<file path="src/sv/crc16_response_deframer_macros.svh">
// Assertion macros used by the RTL of the response deframer.
// Define NO_ASSERTIONS to compile all checks away.
`ifndef CRC16_RESPONSE_DEFRAMER_MACROS_SVH
`define CRC16_RESPONSE_DEFRAMER_MACROS_SVH

`ifndef NO_ASSERTIONS

// The consequent must hold in the same cycle as the antecedent.
`define CRD_ASSERT_SAME(label, clk, rst_n, ante, cons) \
    label: assert property (@(posedge clk) disable iff (!(rst_n)) (ante) |-> (cons)) \
        else $error("deframer check failed");

// The consequent must hold in the cycle after the antecedent.
`define CRD_ASSERT_NEXT(label, clk, rst_n, ante, cons) \
    label: assert property (@(posedge clk) disable iff (!(rst_n)) (ante) |=> (cons)) \
        else $error("deframer check failed");

`else

`define CRD_ASSERT_SAME(label, clk, rst_n, ante, cons)
`define CRD_ASSERT_NEXT(label, clk, rst_n, ante, cons)

`endif

`endif

</file>
<file path="src/sv/crc16rd_pkg.sv">
package crc16rd_pkg;

    // Reflected CRC16/ARC polynomial.
    localparam logic [15:0] CRC_POLY = 16'hA001;

    // Configuration port.
    localparam int CFG_IDX_W  = 8;
    localparam int CFG_DATA_W = 11;
    localparam logic [CFG_IDX_W-1:0] REG_START_BYTE    = 8'd0;
    localparam logic [CFG_IDX_W-1:0] REG_RESP_MASK     = 8'd1;
    localparam logic [CFG_IDX_W-1:0] REG_EXPECTED_SEQ  = 8'd2;
    localparam logic [CFG_IDX_W-1:0] REG_RESP_CAPACITY = 8'd3;

    // Reset values of the configuration registers.
    localparam logic [7:0]  RST_START_BYTE = 8'hA5;
    localparam logic [7:0]  RST_RESP_MASK  = 8'h80;
    localparam logic [7:0]  RST_EXP_SEQ    = 8'h00;
    localparam logic [10:0] RST_CAPACITY   = 11'd1024;

    // Result kinds carried on tuser.
    localparam logic KIND_PAYLOAD = 1'b0;
    localparam logic KIND_VERDICT = 1'b1;

    // Verdict codes.
    localparam logic [1:0] VERDICT_ACCEPTED  = 2'd0;
    localparam logic [1:0] VERDICT_BAD_CRC   = 2'd1;
    localparam logic [1:0] VERDICT_STALE_SEQ = 2'd2;
    localparam logic [1:0] VERDICT_NOT_RESP  = 2'd3;

    // Header byte positions after the start byte.
    localparam logic [2:0] HDR_TYPE    = 3'd0;
    localparam logic [2:0] HDR_SEQ     = 3'd2;
    localparam logic [2:0] HDR_LEN_LOW = 3'd3;
    localparam logic [2:0] HDR_LEN_HIGH = 3'd4;

    // Result item as carried on the output tdata; the first field sits highest.
    typedef struct packed {
        logic        pad;
        logic [10:0] copied_length;
        logic [7:0]  frame_type;
        logic [1:0]  verdict;
        logic [9:0]  payload_index;
        logic [7:0]  payload_byte;
    } t_out_item;

    localparam int OUT_DATA_W = $bits(t_out_item);

    // One byte step of the reflected CRC, LSB first.
    function automatic logic [15:0] crc16_feed(input logic [15:0] crc, input logic [7:0] b);
        logic [15:0] c;
        c = crc ^ {8'h00, b};
        for (int i = 0; i < 8; i++) begin
            c = c[0] ? ((c >> 1) ^ CRC_POLY) : (c >> 1);
        end
        return c;
    endfunction

endpackage

</file>
<file path="src/sv/crc16_response_deframer.sv">
// Receive-side deframer for a CRC16/ARC protected response link.
// Input stream: one received byte per item on s_axis_tdata[7:0].
// The block hunts for the start byte, collects a five-byte header (type, opcode,
// sequence, little-endian length), then the payload and a little-endian CRC.
// Output stream: m_axis_tuser is 0 for a tentative payload byte and 1 for the
// end-of-frame verdict; m_axis_tdata carries the result fields.
// Configuration writes use i_cfg_valid/o_cfg_ready with a register index and data,
// and are to be issued only while no frame item is in flight.
// Throughput is one item per cycle while the receiver does not stall; each item
// passes an input register and then a result register.
// The CRC byte update is a single combinational step between those registers.
// When the receiver stalls, the pending result holds in the result register and
// one more item is taken into the input register before s_axis_tready drops.
// Reset (synchronous, active low) restores the default register values, empties
// both registers and returns the block to hunting for the start byte.
`include "crc16_response_deframer_macros.svh"

module crc16_response_deframer #(
    parameter int MAX_PAYLOAD = 1024
) (
    input  logic        i_clk,
    input  logic        i_rst_n,
    input  logic        s_axis_tvalid,
    output logic        s_axis_tready,
    // Fields from bit 0: rx_byte[7:0].
    input  logic [7:0]  s_axis_tdata,
    output logic        m_axis_tvalid,
    input  logic        m_axis_tready,
    // Fields from bit 0: payload_byte[7:0], payload_index[17:8], verdict[19:18],
    // frame_type[27:20], copied_length[38:28], zero fill[39].
    output logic [crc16rd_pkg::OUT_DATA_W-1:0] m_axis_tdata,
    // Fields from bit 0: kind[0].
    output logic        m_axis_tuser,
    input  logic        i_cfg_valid,
    output logic        o_cfg_ready,
    input  logic [crc16rd_pkg::CFG_IDX_W-1:0]  i_cfg_index,
    input  logic [crc16rd_pkg::CFG_DATA_W-1:0] i_cfg_data
);

    // Payload counter width and a common width for capacity compares.
    localparam int CW = $clog2(MAX_PAYLOAD + 1);
    localparam int MW = (CW > 11) ? CW : 11;

    localparam logic [1:0] PH_HUNT = 2'd0;
    localparam logic [1:0] PH_HDR  = 2'd1;
    localparam logic [1:0] PH_PL   = 2'd2;
    localparam logic [1:0] PH_CRC  = 2'd3;

    // Configuration registers.
    logic [7:0]  r_start_byte;
    logic [7:0]  r_resp_mask;
    logic [7:0]  r_exp_seq;
    logic [10:0] r_capacity;

    // Input register.
    logic        r_in_valid;
    logic [7:0]  r_in_byte;

    // Frame state.
    logic [1:0]    r_phase,     n_phase;
    logic [2:0]    r_hdr_cnt,   n_hdr_cnt;
    logic [7:0]    r_type,      n_type;
    logic [7:0]    r_seq,       n_seq;
    logic [7:0]    r_len_low,   n_len_low;
    logic [CW-1:0] r_pay_len,   n_pay_len;
    logic [CW-1:0] r_pay_cnt,   n_pay_cnt;
    logic [15:0]   r_crc,       n_crc;
    logic [7:0]    r_crc_low,   n_crc_low;
    logic          r_crc_cnt,   n_crc_cnt;

    // Result register.
    logic                    r_out_valid, n_out_valid;
    logic                    r_out_kind,  n_out_kind;
    crc16rd_pkg::t_out_item  r_out_item,  n_out_item;

    logic        w_adv;
    logic        w_fire;
    logic [15:0] w_len_full;
    logic [15:0] w_crc_step;
    logic [MW-1:0] w_cnt_ext;
    logic [MW-1:0] w_len_ext;
    logic [MW-1:0] w_cap_ext;
    logic [CW:0]   w_cnt_inc;

    // The pipeline moves whenever the result register is free or being drained.
    assign w_adv         = !r_out_valid || m_axis_tready;
    assign w_fire        = r_in_valid && w_adv;
    assign s_axis_tready = !r_in_valid || w_adv;
    assign o_cfg_ready   = 1'b1;

    assign m_axis_tvalid = r_out_valid;
    assign m_axis_tuser  = r_out_kind;
    assign m_axis_tdata  = r_out_item;

    assign w_len_full = {r_in_byte, r_len_low};
    assign w_crc_step = crc16rd_pkg::crc16_feed(r_crc, r_in_byte);
    assign w_cnt_ext  = MW'(r_pay_cnt);
    assign w_len_ext  = MW'(r_pay_len);
    assign w_cap_ext  = MW'(r_capacity);
    assign w_cnt_inc  = {1'b0, r_pay_cnt} + (CW+1)'(1);

    // Configuration writes.
    always_ff @(posedge i_clk) begin
        if (!i_rst_n) begin
            r_start_byte <= crc16rd_pkg::RST_START_BYTE;
            r_resp_mask  <= crc16rd_pkg::RST_RESP_MASK;
            r_exp_seq    <= crc16rd_pkg::RST_EXP_SEQ;
            r_capacity   <= crc16rd_pkg::RST_CAPACITY;
        end else if (i_cfg_valid) begin
            case (i_cfg_index)
                crc16rd_pkg::REG_START_BYTE:    r_start_byte <= i_cfg_data[7:0];
                crc16rd_pkg::REG_RESP_MASK:     r_resp_mask  <= i_cfg_data[7:0];
                crc16rd_pkg::REG_EXPECTED_SEQ:  r_exp_seq    <= i_cfg_data[7:0];
                crc16rd_pkg::REG_RESP_CAPACITY: r_capacity   <= i_cfg_data;
                default: ;
            endcase
        end
    end

    // Frame parser: next state and result for the byte in the input register.
    always_comb begin
        n_phase    = r_phase;
        n_hdr_cnt  = r_hdr_cnt;
        n_type     = r_type;
        n_seq      = r_seq;
        n_len_low  = r_len_low;
        n_pay_len  = r_pay_len;
        n_pay_cnt  = r_pay_cnt;
        n_crc      = r_crc;
        n_crc_low  = r_crc_low;
        n_crc_cnt  = r_crc_cnt;
        n_out_valid = 1'b0;
        n_out_kind  = crc16rd_pkg::KIND_PAYLOAD;
        n_out_item  = '0;

        case (r_phase)
            PH_HUNT: begin
                if (r_in_byte == r_start_byte) begin
                    n_phase   = PH_HDR;
                    n_hdr_cnt = '0;
                    n_crc     = '0;
                end
            end
            PH_HDR: begin
                n_crc = w_crc_step;
                if (r_hdr_cnt == crc16rd_pkg::HDR_TYPE) n_type = r_in_byte;
                if (r_hdr_cnt == crc16rd_pkg::HDR_SEQ) n_seq = r_in_byte;
                if (r_hdr_cnt == crc16rd_pkg::HDR_LEN_LOW) n_len_low = r_in_byte;
                if (r_hdr_cnt != crc16rd_pkg::HDR_LEN_HIGH) begin
                    n_hdr_cnt = r_hdr_cnt + 3'd1;
                end else begin
                    n_hdr_cnt = '0;
                    if (w_len_full > 16'(MAX_PAYLOAD)) begin
                        // Oversized length: drop the frame silently.
                        n_phase = PH_HUNT;
                    end else begin
                        n_pay_len = CW'(w_len_full);
                        n_pay_cnt = '0;
                        n_crc_cnt = 1'b0;
                        n_phase   = (w_len_full != 16'd0) ? PH_PL : PH_CRC;
                    end
                end
            end
            PH_PL: begin
                n_crc = w_crc_step;
                if (w_cnt_ext < w_cap_ext) begin
                    n_out_valid = 1'b1;
                    n_out_item.payload_byte  = r_in_byte;
                    n_out_item.payload_index = w_cnt_ext[9:0];
                end
                n_pay_cnt = w_cnt_inc[CW-1:0];
                if (w_cnt_inc >= {1'b0, r_pay_len}) begin
                    n_phase   = PH_CRC;
                    n_crc_cnt = 1'b0;
                end
            end
            PH_CRC: begin
                if (!r_crc_cnt) begin
                    n_crc_low = r_in_byte;
                    n_crc_cnt = 1'b1;
                end else begin
                    n_crc_cnt   = 1'b0;
                    n_phase     = PH_HUNT;
                    n_out_valid = 1'b1;
                    n_out_kind  = crc16rd_pkg::KIND_VERDICT;
                    // Verdict priority: CRC, then sequence, then response bit.
                    if ({r_in_byte, r_crc_low} != r_crc) begin
                        n_out_item.verdict = crc16rd_pkg::VERDICT_BAD_CRC;
                    end else if (r_seq != r_exp_seq) begin
                        n_out_item.verdict = crc16rd_pkg::VERDICT_STALE_SEQ;
                    end else if ((r_type & r_resp_mask) == 8'd0) begin
                        n_out_item.verdict = crc16rd_pkg::VERDICT_NOT_RESP;
                    end else begin
                        n_out_item.verdict = crc16rd_pkg::VERDICT_ACCEPTED;
                    end
                    n_out_item.frame_type    = r_type;
                    n_out_item.copied_length = (w_len_ext > w_cap_ext) ? r_capacity
                                                                       : w_len_ext[10:0];
                end
            end
            default: ;
        endcase
    end

    // Input register.
    always_ff @(posedge i_clk) begin
        if (!i_rst_n) begin
            r_in_valid <= 1'b0;
        end else if (s_axis_tready) begin
            r_in_valid <= s_axis_tvalid;
        end
        if (s_axis_tready && s_axis_tvalid) begin
            r_in_byte <= s_axis_tdata;
        end
    end

    // Frame state advances once per processed item.
    always_ff @(posedge i_clk) begin
        if (!i_rst_n) begin
            r_phase   <= PH_HUNT;
            r_hdr_cnt <= '0;
            r_crc_cnt <= 1'b0;
        end else if (w_fire) begin
            r_phase   <= n_phase;
            r_hdr_cnt <= n_hdr_cnt;
            r_crc_cnt <= n_crc_cnt;
        end
        if (w_fire) begin
            r_type    <= n_type;
            r_seq     <= n_seq;
            r_len_low <= n_len_low;
            r_pay_len <= n_pay_len;
            r_pay_cnt <= n_pay_cnt;
            r_crc     <= n_crc;
            r_crc_low <= n_crc_low;
        end
    end

    // Result register.
    always_ff @(posedge i_clk) begin
        if (!i_rst_n) begin
            r_out_valid <= 1'b0;
        end else if (w_adv) begin
            r_out_valid <= w_fire && n_out_valid;
        end
        if (w_fire) begin
            r_out_kind <= n_out_kind;
            r_out_item <= n_out_item;
        end
    end

    // Checks on the parser and the pipeline.
    `CRD_ASSERT_SAME(a_hdr_cnt_range, i_clk, i_rst_n, r_phase == PH_HDR,
        r_hdr_cnt <= crc16rd_pkg::HDR_LEN_HIGH)
    `CRD_ASSERT_SAME(a_pay_cnt_below_len, i_clk, i_rst_n, r_phase == PH_PL,
        r_pay_cnt < r_pay_len)
    `CRD_ASSERT_SAME(a_pay_len_bound, i_clk, i_rst_n, r_phase == PH_PL || r_phase == PH_CRC,
        r_pay_len <= CW'(MAX_PAYLOAD))
    `CRD_ASSERT_NEXT(a_in_hold, i_clk, i_rst_n, r_in_valid && !w_adv,
        r_in_valid && $stable(r_in_byte))
    `CRD_ASSERT_NEXT(a_verdict_ends_frame, i_clk, i_rst_n,
        w_fire && n_out_valid && n_out_kind == crc16rd_pkg::KIND_VERDICT,
        r_phase == PH_HUNT)

endmodule
</file>
<file path="config.mk">
export PLATFORM = sky130hd
export DESIGN_NAME = crc16_response_deframer
export DESIGN_NICKNAME = d
export VERILOG_FILES = /design/src/sv/crc16rd_pkg.sv /design/src/sv/crc16_response_deframer.sv
export VERILOG_INCLUDE_DIRS = /design/src /design/src/sv
export SDC_FILE = /design/constraint.sdc
export NUM_CORES = 1
export LEC_CHECK = 0
export BUFFER_PORTS_ARGS = -buffer_cell sky130_fd_sc_hd__buf_4
export CAP_MARGIN = 40
export CORE_MARGIN = 2
export CORE_UTILIZATION = 59
export DETAILED_ROUTE_END_ITERATION = 7
export PLACE_DENSITY = 0.8
export SLEW_MARGIN = 25
export SYNTH_ARGS = -nofsm -noshare
export SYNTH_HDL_FRONTEND = slang
export SYNTH_SLANG_ARGS = --single-unit
</file>
<file path="constraint.sdc">
create_clock -name i_clk -period 3.9 [get_ports i_clk]
set_input_delay 0.195 -clock i_clk [delete_from_list [all_inputs] [get_ports i_clk]]
set_output_delay 0.195 -clock i_clk [all_outputs]
set_load 0.02 [all_outputs]
</file>
After elaboration in Yosys (flattened, before gate mapping)
Index checks and enable logic that the tools add are counted.

Input port bits: 32. Register bits after elaboration: 161. Memories: 0. Memory bits (writable): 0. Memory bits (read-only): 0. Output and inout bits: 44. Bits in latches: 0. Word-level logic and storage cells: 130.

Divide/modulo/power cells: 0. Equality and inequality tests: 17. Bitwise gates (word level): 14. Shift-type cells: 0. Add/sub/neg operators: 2. Mux-type cells: 35. $mul: 0. Magnitude comparators: 4. Reduce and logical (&&, ||, !) cells: 34.

Operator list (count): 16-bit two-way mux (9); 11-bit two-way mux (3); 16-bit case mux with 2 select lines (1); 2-bit NOT with 3-bit output (8); 11-bit case mux with 2 select lines (1); 3-bit AND reduction (6); 8-bit by 2-bit equality test with 1-bit output (second input constant) (2); 16-bit by 11-bit greater-than comparator with 1-bit output (second input constant) (1); 8-bit logical NOT (2); 16-bit != test (1); 16-bit nonzero test (1); 16-bit by 8-bit bitwise XOR with 16-bit output (1); 2-bit two-way mux (7); 11-bit by 1-bit adder with 12-bit output (second input constant) (1); 12-bit by 11-bit >= comparator with 1-bit output (1); 2-bit AND reduction (6); 11-bit greater-than comparator (1); 11-bit < comparator (1); 2-bit != test (second input constant) (5); 5-bit AND reduction (2); 8-bit AND (1); 8-bit by 1-bit equality test with 1-bit output (second input constant) (1); 8-bit equality test (1); 1-bit two-way mux (8); other kinds (22) (35).

Longest topological paths before layout
Depth in word-level cells: 18. Depth in mapped cells: 12. Depth with buffers taken out: 12.

Worst setup path after synthesis
No wires, ideal clock.

Path kind: register to register. From: register r_out_valid (netlist: m_axis_tvalid). To: register r_pay_len[0], enable pin. Required time: 3.507 ns. Library setup time: 0.393 ns. Cell stages (with the launch flop): 6. Arrival time: 2.661 ns. Period minus slack after synthesis: 3.055 ns. Path slack: 0.845 ns. Cells stage by stage: dfxtp_1 > nor2b_1 > nand2b_1 > inv_1 > nand2_1 > nor3_1.

Cells in the longest elaborated chain, start to end: 4.

RTL lines: from (decl) (line crc16_response_deframer.sv:72) `logic r_out_valid, n_out_valid;`; from (signal assigned) (line crc16_response_deframer.sv:244) `r_out_valid <= w_fire && n_out_valid;`; 1-bit logical NOT (line crc16_response_deframer.sv:86) `assign w_adv = !r_out_valid || m_axis_tready;`; 1-bit logical OR (line crc16_response_deframer.sv:86); 1-bit logical AND (line crc16_response_deframer.sv:87) `assign w_fire = r_in_valid && w_adv;`; named net w_fire (line crc16_response_deframer.sv:77) `logic w_fire;`; 4-bit AND reduction (no source line); to (signal assigned) (line crc16_response_deframer.sv:232) `r_pay_len <= n_pay_len;`; to (decl) (line crc16_response_deframer.sv:65) `logic [CW-1:0] r_pay_len, n_pay_len;`.

The timed path passes the listed nets, and every way through them passes these cells. A chain may end at the register's enable or synchronous reset.

Worst setup path in the final report
From: register r_pay_cnt[2]. To: register r_phase[0].

Cells in the longest elaborated chain, start to end: 4.

RTL lines: from (decl) (line crc16_response_deframer.sv:66) `logic [CW-1:0] r_pay_cnt, n_pay_cnt;`; from (signal assigned) (line crc16_response_deframer.sv:233) `r_pay_cnt <= n_pay_cnt;`; 11-bit by 1-bit adder with 12-bit output (line crc16_response_deframer.sv:100) `assign w_cnt_inc = {1'b0, r_pay_cnt} + (CW+1)'(1);`; named net w_cnt_inc[9] (line crc16_response_deframer.sv:83) `logic [CW:0] w_cnt_inc;`; 12-bit by 11-bit >= comparator with 1-bit output (line crc16_response_deframer.sv:172) `if (w_cnt_inc >= {1'b0, r_pay_len}) begin`; 2-bit != test (no source line); 5-bit AND reduction (no source line); to (signal assigned) (line crc16_response_deframer.sv:224) `r_phase <= n_phase;`; to (decl) (line crc16_response_deframer.sv:60) `logic [1:0] r_phase, n_phase;`.

The timed path passes the listed nets, and every way through them passes these cells.

==> impl_metrics.sql <==
INSERT INTO impl_metrics (metric_group, metric, value, unit) VALUES
('critical_path', 'path_cells', 'and3_1 > nand3_1 > nor2_1 > nand4_1 > xnor2_1 > ha_1 > nand3_1 > nor2_1 > a221o_1 > a311oi_1 > a2111oi_0 > o22ai_1', ''),
('timing', 'timing_hold_violations_final', '0', ''),
('power', 'static-leakage-power', '3.61', 'nW'),
('synthesis', 'synthesis.area', '7720', 'um2'),
('synthesis', 'ys.warnings.count', '0', ''),
('timing', 'finalCriticalPeriod', '3.18', 'ns'),
('die', 'core_area', '12700', 'um2'),
('power', 'power.sequential.fraction', '0.498', ''),
('power', 'maximum_vdd_ir_drop', '362', 'uV'),
('global_routing', 'grt_antenna_before_repair', '0', ''),
('die', 'die-area', '14000', 'um2'),
('route', 'viasPerCell', '5.67', ''),
('critical_path', 'critPathLaunch', 'r_pay_cnt[2]$_SDFFCE_PN0P_', ''),
('route', 'wirelength', '16.7', 'mm'),
('route', 'drt_first_pass_iters', '5', ''),
('place', 'detailedPlacementHpwl', '11.7', 'mm'),
('critical_path', 'crit_path_end_kind', 'flop', ''),
('die', 'floorplan.io_pins', '76', ''),
('synthesis', 'complex_gate_fraction_of_the_synthesized_area', '0.0546', ''),
('synthesis', 'post_synth_xor_area_fraction', '0.0770', ''),
('clock_tree', 'clock_tree_buffer_depth', '2', ''),
('synthesis', 'synth_top_area_cell', 'edfxtp_1', ''),
('place', 'port_buffers', '73', ''),
('synthesis', 'synth_ff_type', 'edfxtp_1', ''),
('die', 'floorplan.initialDensity', '0.609', ''),
('timing', 'timing.slew.headroom', '0.501', ''),
('timing', 'fin_worst_skew', '0.00685', 'ns'),
('finish', 'layout.nets', '784', ''),
('power', 'switching_share', '0.200', ''),
('die', 'die_h', '118', 'um'),
('timing', 'tns', '0', 'ns'),
('clock_tree', 'cts_buffer_count', '17', ''),
('finish', 'area_growth', '18.6', '%'),
('critical_path', 'worst_path_max_delay_cell', 'edfxtp_1', ''),
('synthesis', 'synth.lib_cells_used.distinct', '57', ''),
('synthesis', 'register_area_share_after_synthesis', '0.571', ''),
('finish', 'insertedDiodeCount', '0', ''),
('power', 'power.switching', '0.754', 'mW'),
('route', 'wl_per_cell', '18.7', 'um'),
('global_routing', 'grt_util_all_layers', '0.250', ''),
('timing', 'layout_worst_path_cycle_share', '0.814', ''),
('global_routing', 'grt_pass1_vias', '5266', ''),
('critical_path', 'critical_path_buf_inv_count', '0', ''),
('worst_hold_path', 'worstHoldPathType', 'input pin to flop', ''),
('synthesis', 'yosys.area.top_type_share', '0.459', ''),
('synthesis', 'number_of_synthesized_flops_with_an_enable_pin', '118', ''),
('critical_path', 'critical_register_to_register_path_endpoint', 'r_phase[0]$_SDFFE_PN0P_', ''),
('power', 'combinational_group_share_of_total_power', '0.043', ''),
('timing', 'worst_hold_slack', '0.0280', 'ns'),
('synthesis', 'post_synth_mux_area_share', '0.0558', ''),
('timing', 'setup_viol', '0', ''),
('synthesis', 'yosys_register_bits', '161', ''),
('critical_path', 'timing.critical_path.max_delay_family', 'compound AO/OA/AOI/OAI gates', ''),
('status', 'status', 'complete, no violations', ''),
('critical_path', 'worst_setup_path_start_kind', 'flop', ''),
('critical_path', 'timing.setup.critical_path_class', 'flop to flop', ''),
('critical_path', 'critPathRequiredTime', '4.24', 'ns'),
('place', 'routability_congestion_estimate', '0.968', ''),
('power', 'intPower', '3.01', 'mW'),
('critical_path', 'timing.rr.start', 'r_pay_cnt[2]$_SDFFCE_PN0P_', ''),
('synthesis', 'async_flop_share', '0', ''),
('worst_hold_path', 'worst_hold_path.endpoint', 'r_capacity[8]$_SDFFE_PN0P_', ''),
('worst_hold_path', 'timing.hold.worst_path_depth', '3', ''),
('synthesis', 'mean_area_per_synthesized_cell', '12.4', 'um2'),
('power', 'cellPowerDensity', '412', 'nW/um2'),
('route', 'detail_route.drc_violations', '0', ''),
('synthesis', 'post_synth_fa_ha_maj_area_fraction', '0.0665', ''),
('synthesis', 'mappedNetlistNets', '697', ''),
('synthesis', 'yosys.area_share.simple', '0.147', ''),
('route', 'detailedRoute.firstIterationViolations', '425', ''),
('critical_path', 'arrival', '3.52', 'ns');
## how the worst max path moves through the flow
stage / endpoint / slack [ns] / cells after the start
2_1_floorplan: r_pay_len[0]$_DFFE_PP_ / 0.85 / 5
4_1_cts: r_crc_cnt$_SDFFE_PN0P_ / 0.80 / 12
3_5_place_dp: r_crc_cnt$_SDFFE_PN0P_ / 0.87 / 12
6_report: r_phase[0]$_SDFFE_PN0P_ / 0.72 / 12
3_3_place_gp: flop / 1.07 / 12
5_1_grt: r_crc_cnt$_SDFFE_PN0P_ / 0.51 / 12
## cells by family after synthesis
family	count (synthesis)
AOI/OAI and AO/OA	57
and+or+nand+nor	205
xor gates and xnor gates	62
adders and majority gates	41
muxes	43
buffers and inverters	53
DFF	161
other	2
## per-layer routing
metal | share of wire | routed length, um | GRT usage
met5 | 0 | 0 | 0
met4 | 0.023 | 384 | 0.0941
met3 | 0.050 | 830 | 0.0569
met2 | 0.51 | 8570 | 0.433
met1 | 0.42 | 6950 | 0.305
## power groups by stage
stage | Combinational, mW | Sequential, mW | Clock, mW
after floorplan | 0.0940 | 1.90 | 0
after global placement | 0.149 | 1.91 | 0
after detailed placement | 0.152 | 1.91 | 0
after CTS | 0.162 | 1.88 | 1.74
after global routing | 0.174 | 1.88 | 1.81
final | 0.162 | 1.88 | 1.73
## cell usage in the layout (no fill, tap or decap), drive strengths merged, types with 11 or more instances in the layout
cell	Yosys	routed
inv	30	30
nand4	12	12
ha	41	41
nor2	11	11
edfxtp	118	118
buf	6	81
nor3b	19	19
xnor2	32	32
mux2i	43	43
nor2b	30	30
and3	13	13
xor2	28	28
nand2	58	58
and2	25	25
clkbuf	17	21
dfxtp	43	43
## stage by stage
step                      setup WS, ns  instances  power, mW  instance area, um2   util
after floorplan                  0.845        624       2.00                7720      -
after global placement            1.07        850       2.06                8410  0.664
after detailed placement         0.867        853       2.07                8430  0.665
after CTS                        0.796        895       3.78                9140  0.721
after global routing             0.505        896       3.87                9150  0.722
final                            0.725        896       3.77                9150  0.722
## repair_timing
item                                   in CTS  in global routing
resized for setup                           0                  0
hold buffers                               10                  0
setup endpoints to repair                   0                  0
endpoints found under the hold margin      10                  0
## cell type report
class / count / area [um2]
Clock inverter: 11 / 160
Timing Repair Buffer: 91 / 707
Clock buffer: 21 / 450
Tap cell: 172 / 215
Sequential cell: 161 / 4400
Fill cell: 863 / 3520
Multi-Input combinational cell: 410 / 3100
Inverter: 30 / 113
## tightest hold or removal path, delay by kind of cell
| kind | cells | cell delay (ns) |
|---|---|---|
| mux | 1 | 0.05 |
| simple gates | 1 | 0.10 |
| buf+inv | 1 | 0.07 |
## sequential cells by signal, summed over array words and instances, names as in the netlist, 11 cells and up, named ones only
signal	cells
r_pay_cnt	11
r_pay_len	11
r_capacity	11
m_axis_tdata	39
r_crc	16
Power figures use the tool's default switching activity.
